## config.mk

```make
export PLATFORM = sky130hd
export DESIGN_NAME = multi_source_bit_deserializer
export DESIGN_NICKNAME = d
export VERILOG_FILES = /design/src/rtl/core/msbd_pkg.sv /design/src/rtl/core/multi_source_bit_deserializer.sv
export SDC_FILE = /design/constraint.sdc
export NUM_CORES = 2
export LEC_CHECK = 0
export BUFFER_PORTS_ARGS = -buffer_cell sky130_fd_sc_hd__buf_4
export CORE_ASPECT_RATIO = 2
export CORE_MARGIN = 10
export CORE_UTILIZATION = 39
export DETAILED_ROUTE_END_ITERATION = 12
export GPL_TIMING_DRIVEN = 0
export SLEW_MARGIN = 20
export SYNTH_ARGS = -nofsm -noshare
export SYNTH_HDL_FRONTEND = slang
export SYNTH_SLANG_ARGS = --single-unit
```

## constraint.sdc

```tcl
create_clock -name aclk -period 10.5 [get_ports aclk]
set_input_delay 0.525 -clock aclk [delete_from_list [all_inputs] [get_ports aclk]]
set_output_delay 0.525 -clock aclk [all_outputs]
set_load 0.01 [all_outputs]
```

## src/rtl/core/msbd_pkg.sv

```systemverilog
// msbd_pkg: widths and default sizes for the multi-source bit deserializer.
// No dependencies.
package msbd_pkg;

    localparam int ID_W          = 22;   // sender identity
    localparam int BYTE_W        = 8;    // assembled byte
    localparam int BIT_CNT_W     = 3;    // bit position within a byte
    localparam int MAX_SOURCES_D = 64;   // default table depth
    localparam int MSG_LIMIT_D   = 1024; // default message length limit

endpackage

```

## src/rtl/core/multi_source_bit_deserializer.sv

```systemverilog
// multi_source_bit_deserializer: per-sender bit-to-byte assembly with a source table.
// Depends on msbd_pkg (widths, default sizes).
//
//  Channel | Ports                                         | Direction
//  --------+-----------------------------------------------+----------
//  s_      | s_valid s_ready s_sender_id s_bit_value       | in
//  m_      | m_valid m_ready m_ack_id m_byte_done          | out
//          | m_byte_value m_message_end                    |
//
// One request at a time. The source table is scanned one entry per cycle through
// the identity memory's single read port until the sender is found or the last entry
// in use is read; a new sender then takes the next free entry (an empty table is not
// scanned), and a bit from an unknown sender is dropped when the table is full.
// Reset clears the fill count and the control state; memory contents stay undefined.
// A result waiting on m_ready holds the block in its update step.
module multi_source_bit_deserializer
    import msbd_pkg::*;
#(
    parameter int MAX_SOURCES = MAX_SOURCES_D,
    parameter int MSG_LIMIT   = MSG_LIMIT_D
) (
    input  logic              aclk,
    input  logic              aresetn,
    input  logic              s_valid,
    output logic              s_ready,
    input  logic [ID_W-1:0]   s_sender_id,
    input  logic              s_bit_value,
    output logic              m_valid,
    input  logic              m_ready,
    output logic [ID_W-1:0]   m_ack_id,
    output logic              m_byte_done,
    output logic [BYTE_W-1:0] m_byte_value,
    output logic              m_message_end
);

    localparam int IDX_W  = (MAX_SOURCES > 1) ? $clog2(MAX_SOURCES) : 1;
    localparam int CNT_W  = $clog2(MAX_SOURCES + 1);
    localparam int MSG_W  = $clog2(MSG_LIMIT);
    localparam int ST_W   = MSG_W + BIT_CNT_W + BYTE_W;

    localparam logic [1:0] ST_IDLE   = 2'd0;
    localparam logic [1:0] ST_SCAN   = 2'd1;
    localparam logic [1:0] ST_UPDATE = 2'd2;

    typedef struct packed {
        logic [MSG_W-1:0]     bytes;
        logic [BIT_CNT_W-1:0] bits;
        logic [BYTE_W-1:0]    part;
    } entry_t;

    // memories
    logic [ID_W-1:0] id_mem [MAX_SOURCES];
    logic [ST_W-1:0] st_mem [MAX_SOURCES];

    logic [1:0]        fsm_reg, fsm_next;
    logic [CNT_W-1:0]  used_reg;
    logic [IDX_W-1:0]  idx_reg, idx_next;
    logic              fresh_reg, fresh_next;
    logic [ID_W-1:0]   id_reg;
    logic              bit_reg;

    logic [ID_W-1:0]   id_rd_reg;
    logic [ST_W-1:0]   st_rd_reg;
    logic              rd_en;
    logic [IDX_W-1:0]  rd_addr;

    logic              m_valid_reg;
    logic [ID_W-1:0]   ack_id_reg;
    logic              done_reg;
    logic [BYTE_W-1:0] value_reg;
    logic              end_reg;

    logic              accept;
    logic              match;
    logic              last;
    logic              out_free;
    logic              upd_fire;

    entry_t            cur;
    entry_t            upd;
    logic [BYTE_W-1:0] part_n;
    logic [MSG_W-1:0]  bytes_inc;
    logic              upd_done;
    logic              upd_end;

    assign s_ready  = (fsm_reg == ST_IDLE);
    assign accept   = s_valid && s_ready;
    assign out_free = !m_valid_reg || m_ready;
    assign upd_fire = (fsm_reg == ST_UPDATE) && out_free;

    assign match = (id_rd_reg == id_reg);
    assign last  = (CNT_W'({1'b0, idx_reg}) + CNT_W'(1)) == used_reg;

    always_comb begin
        fsm_next   = fsm_reg;
        idx_next   = idx_reg;
        fresh_next = fresh_reg;
        rd_en      = 1'b0;
        rd_addr    = '0;
        case (fsm_reg)
            ST_IDLE: begin
                if (accept) begin
                    idx_next = '0;
                    if (used_reg == '0) begin
                        fresh_next = 1'b1;
                        fsm_next   = ST_UPDATE;
                    end else begin
                        fresh_next = 1'b0;
                        rd_en      = 1'b1;
                        fsm_next   = ST_SCAN;
                    end
                end
            end
            ST_SCAN: begin
                if (match) begin
                    fsm_next = ST_UPDATE;
                end else if (last) begin
                    if (used_reg == CNT_W'(MAX_SOURCES)) begin
                        fsm_next = ST_IDLE;   // table full: drop
                    end else begin
                        idx_next   = IDX_W'(used_reg);
                        fresh_next = 1'b1;
                        fsm_next   = ST_UPDATE;
                    end
                end else begin
                    idx_next = idx_reg + IDX_W'(1);
                    rd_addr  = idx_reg + IDX_W'(1);
                    rd_en    = 1'b1;
                end
            end
            ST_UPDATE: begin
                if (out_free) begin
                    fsm_next = ST_IDLE;
                end
            end
            default: begin
                fsm_next = ST_IDLE;
            end
        endcase
    end

    // read-modify-write of the entry
    always_comb begin
        cur       = fresh_reg ? entry_t'('0) : entry_t'(st_rd_reg);
        part_n    = cur.part | (BYTE_W'(bit_reg) << cur.bits);
        upd_done  = (cur.bits == BIT_CNT_W'(BYTE_W - 1));
        bytes_inc = cur.bytes + MSG_W'(1);
        upd_end   = upd_done && ((part_n == '0) || (bytes_inc >= MSG_W'(MSG_LIMIT - 1)));
        if (upd_done) begin
            upd.bytes = upd_end ? '0 : bytes_inc;
            upd.bits  = '0;
            upd.part  = '0;
        end else begin
            upd.bytes = cur.bytes;
            upd.bits  = cur.bits + BIT_CNT_W'(1);
            upd.part  = part_n;
        end
    end

    always_ff @(posedge aclk) begin
        if (rd_en) begin
            id_rd_reg <= id_mem[rd_addr];
            st_rd_reg <= st_mem[rd_addr];
        end
        if (upd_fire) begin
            st_mem[idx_reg] <= upd;
            if (fresh_reg) begin
                id_mem[idx_reg] <= id_reg;
            end
        end
    end

    always_ff @(posedge aclk) begin
        if (!aresetn) begin
            fsm_reg     <= ST_IDLE;
            used_reg    <= '0;
            m_valid_reg <= 1'b0;
        end else begin
            fsm_reg <= fsm_next;
            if (upd_fire && fresh_reg) begin
                used_reg <= used_reg + CNT_W'(1);
            end
            if (upd_fire) begin
                m_valid_reg <= 1'b1;
            end else if (m_ready) begin
                m_valid_reg <= 1'b0;
            end
        end
    end

    always_ff @(posedge aclk) begin
        idx_reg   <= idx_next;
        fresh_reg <= fresh_next;
        if (accept) begin
            id_reg  <= s_sender_id;
            bit_reg <= s_bit_value;
        end
        if (upd_fire) begin
            ack_id_reg <= id_reg;
            done_reg   <= upd_done;
            value_reg  <= upd_done ? part_n : '0;
            end_reg    <= upd_end;
        end
    end

    assign m_valid       = m_valid_reg;
    assign m_ack_id      = ack_id_reg;
    assign m_byte_done   = done_reg;
    assign m_byte_value  = value_reg;
    assign m_message_end = end_reg;

endmodule
```

==> flow_summary.json <==
{
  "status": "finished clean",
  "drtIter0Drc": 10970,
  "synth.avg_cell_area_um2": 17.29,
  "fin_worst_skew_ns": 0.09147,
  "die_y_um": 780.3,
  "initial_core_util_pct": 39.09,
  "ys_top_cells_by_count": "edfxtp_1, nand2_1, mux2i_1",
  "relSlewSlack_pct": 10.57,
  "clk_latency_ns": 1.04,
  "wl_per_cell_um": 50.79,
  "tightestPinTransition_ns": 1.333,
  "r2r_slack_ns": 2.56,
  "synthTopCellsByArea": "edfxtp_1, mux4_2, mux2i_1, mux2_2, nand2_1",
  "critPathCaptureType": "register",
  "place_area_um2": 126400,
  "grt_overflow": 0,
  "clk_pin_slew_ns": 0.07,
  "tns_ns": 0,
  "hold_path_depth": 4,
  "wl_mm": 576.9,
  "cts_resized": 0,
  "yosys_register_bits": 2867,
  "grt_pass1_vias": 70910,
  "hpwlAfterDp_mm": 425.9,
  "port-buffer-count": 60,
  "cts_tree": "done",
  "cts-buffers-inserted": 249,
  "synth.most_common_cell": "edfxtp_1",
  "crit_fanout": 14,
  "period_share_pct": 75.66,
  "grt_pass1_wl_mm": 737.9,
  "hold_class": "in -> reg",
  "cts_buffer_depth": 4,
  "period_minus_slack_ns": 7.944,
  "largest_reg_flops": 1408,
  "drc": 0,
  "synth_top_area_share_pct": 76.12,
  "cts_setup_buffers": 0,
  "viasPerCell": 6.603,
  "cts.htree.levels": 4,
  "io_pins": 61,
  "cpPeakStageDelay_ns": 1.06,
  "grt_max_degree": 65,
  "hold_viol": 0,
  "path_class": "reg -> reg",
  "largest-register": "id_mem",
  "r2r-start": "idx_reg[0]",
  "clkSinkCount": 2867,
  "dp_slack_ns": 3.052,
  "grt_setup_unrepaired": "no",
  "finalWorstSetupSlack_ns": 2.556,
  "ir_drop_mv": 0.1703,
  "area_growth_pct": 20.23,
  "syn_inst": 6520,
  "r2r-end": "st_mem[35][19]",
  "power_leakage_nw": 44.10,
  "finish.utilization_pct": 47.00,
  "arrival_ns": 8.67,
  "fp-row-count": 279,
  "critPathLaunchType": "register",
  "ys.flop_type": "edfxtp_1",
  "die_area_um2": 312200,
  "power.density_nw_per_um2": 189.5,
  "synthesis.area_um2": 112700,
  "yosysWarningCount": 0,
  "ys_types": 82,
  "synth_top_area_cell": "edfxtp_1",
  "ant_nets": 0,
  "finalInstanceArea_um2": 135500,
  "nets": 7292,
  "worstRegToRegCells": 11,
  "synth_edf_count": 2857,
  "cpMaxStageDelayCell": "nor2_4",
  "finalSetupViolations": 0,
  "required_ns": 11.23,
  "critPathMostFrequentCell": "buf_2",
  "yosysSeqAreaShare_pct": 76.29,
  "die_w_um": 400.1,
  "crit_chain": "buf_2, buf_2, buf_2, buf_2, buf_2, clkbuf_2, buf_2, nand3_1, clkbuf_2, nor2_4, buf_16",
  "hp-start": "m_ready",
  "firstDrtPassIters": 6,
  "whs_endpoint": "fsm_reg[1]",
  "grtUsageTotal_pct": 36.96,
  "synth-async-reset-ratio_pct": 0,
  "largestRegisters": "id_mem x1408, st_mem x1344",
  "cts-root-buf": "clkbuf_16",
  "antenna_found_initial": 98,
  "report.final.slew_viol_count": 0,
  "drive_gt1_share_pct": 24.12,
  "core_um2": 288300,
  "place_congestion": 1.052,
  "syn_nets": 6554,
  "fmax_ghz": 0.1259,
  "vias": 75010,
  "drv_cap": 0
}
-- how the worst max path moves through the flow --
stage	from	end	cells after the start	slack [ns]
2_1_floorplan	fresh_reg	st_mem[0][16]	13	2.81
5_1_grt	idx_reg[0]	st_mem[35][20]	11	2.78
3_3_place_gp	fresh_reg	st_mem[14][16]	13	-6.59
6_report	idx_reg[0]	st_mem[35][19]	11	2.56
4_1_cts	idx_reg[1]	st_rd_reg[19]	11	3.00
3_5_place_dp	idx_reg[1]	st_rd_reg[19]	11	3.05
-- cell usage in the layout (no fill, tap or decap), types with 37 or more instances in the layout --
| cell | count |
|---|---|
| a211oi_1 | 49 |
| a21oi_1 | 204 |
| a221oi_1 | 59 |
| a31oi_1 | 90 |
| and3_1 | 50 |
| buf_12 | 129 |
| buf_16 | 85 |
| buf_2 | 161 |
| buf_4 | 155 |
| buf_6 | 37 |
| buf_8 | 80 |
| bufinv_16 | 39 |
| clkbuf_1 | 145 |
| clkbuf_16 | 249 |
| clkbuf_2 | 121 |
| clkinv_1 | 49 |
| clkinv_2 | 45 |
| diode_2 | 107 |
| edfxtp_1 | 2857 |
| mux2_2 | 205 |
| mux2i_1 | 316 |
| mux4_2 | 205 |
| nand2_1 | 417 |
| nand3_1 | 140 |
| nor2_1 | 115 |
| nor2_4 | 132 |
| nor3_1 | 82 |
| o211ai_1 | 62 |
| o21ai_0 | 288 |
| o221ai_1 | 105 |
| o22ai_1 | 71 |
-- where the power goes --
group	switching [mW]	internal (mW)	total, mW	leakage, nW
registers	0.0621	12.7	12.8	26.0
logic	2.27	0.803	3.07	14.1
clock network	4.45	5.35	9.80	4.06
total	6.78	18.9	25.7	44.1
-- critical path: cells and delay by family (launching register included) --
kind | cells | cell delay [ns]
simple gates | 2 | 1.90
buf+inv | 9 | 5.26
flops | 1 | 0.36
-- stage by stage --
step | hold slack (ns) | power (mW) | cells
after global routing | 0.1311 | 25.99 | 11270
final | 0.1244 | 25.68 | 11360
after CTS | 0.1218 | 25.46 | 11240
after detailed placement | 0.5094 | 15.92 | 10760
after floorplan | 0.5346 | 14.11 | 6520
after global placement | 0.5763 | 15.64 | 10370
-- timing repair --
item                                    4_1_cts  5_1_grt
hold buffers                                 25        0
endpoints found under the setup margin        0        0
endpoints found under the hold margin        33        0
-- kinds of logic (layout without fill, tap and decap cells) --
family / after synthesis / in the layout / synth area share (%)
mux: 729 / 729 / 8.978
simple gates: 1125 / 1125 / 4.549
flops: 2867 / 2867 / 76.29
fa+ha+maj: 7 / 7 / 0.07770
compound gates: 1286 / 1286 / 7.909
xor+xnor: 48 / 48 / 0.3863
other cells: 0 / 107 / 0
buf+inv: 458 / 1398 / 1.806
-- metal layers --
| metal | track usage, % | part of all wire [%] | vias up |
|---|---|---|---|
| met4 | 41.36 | 14 | 18 |
| met2 | 59.37 | 48 | 5856 |
| met3 | 10.56 | 8.7 | 2252 |
| met5 | 0.03105 | 0.023 | - |
| li1 | - | - | 28010 |
| met1 | 35.78 | 29 | 38870 |
-- cell type report --
type / count / area (um2)
diodes: 107 / 267.8
plain buffers: 433 / 2132
clock buffers: 292 / 6452
clock inverters: 161 / 1879
fillers: 24640 / 152800
inverters: 25 / 93.84
multi-input cells: 3195 / 26220
flip-flops and latches: 2867 / 85990
well taps: 3793 / 4746
repair buffers: 487 / 7730
(Power assumes the default switching activity.)
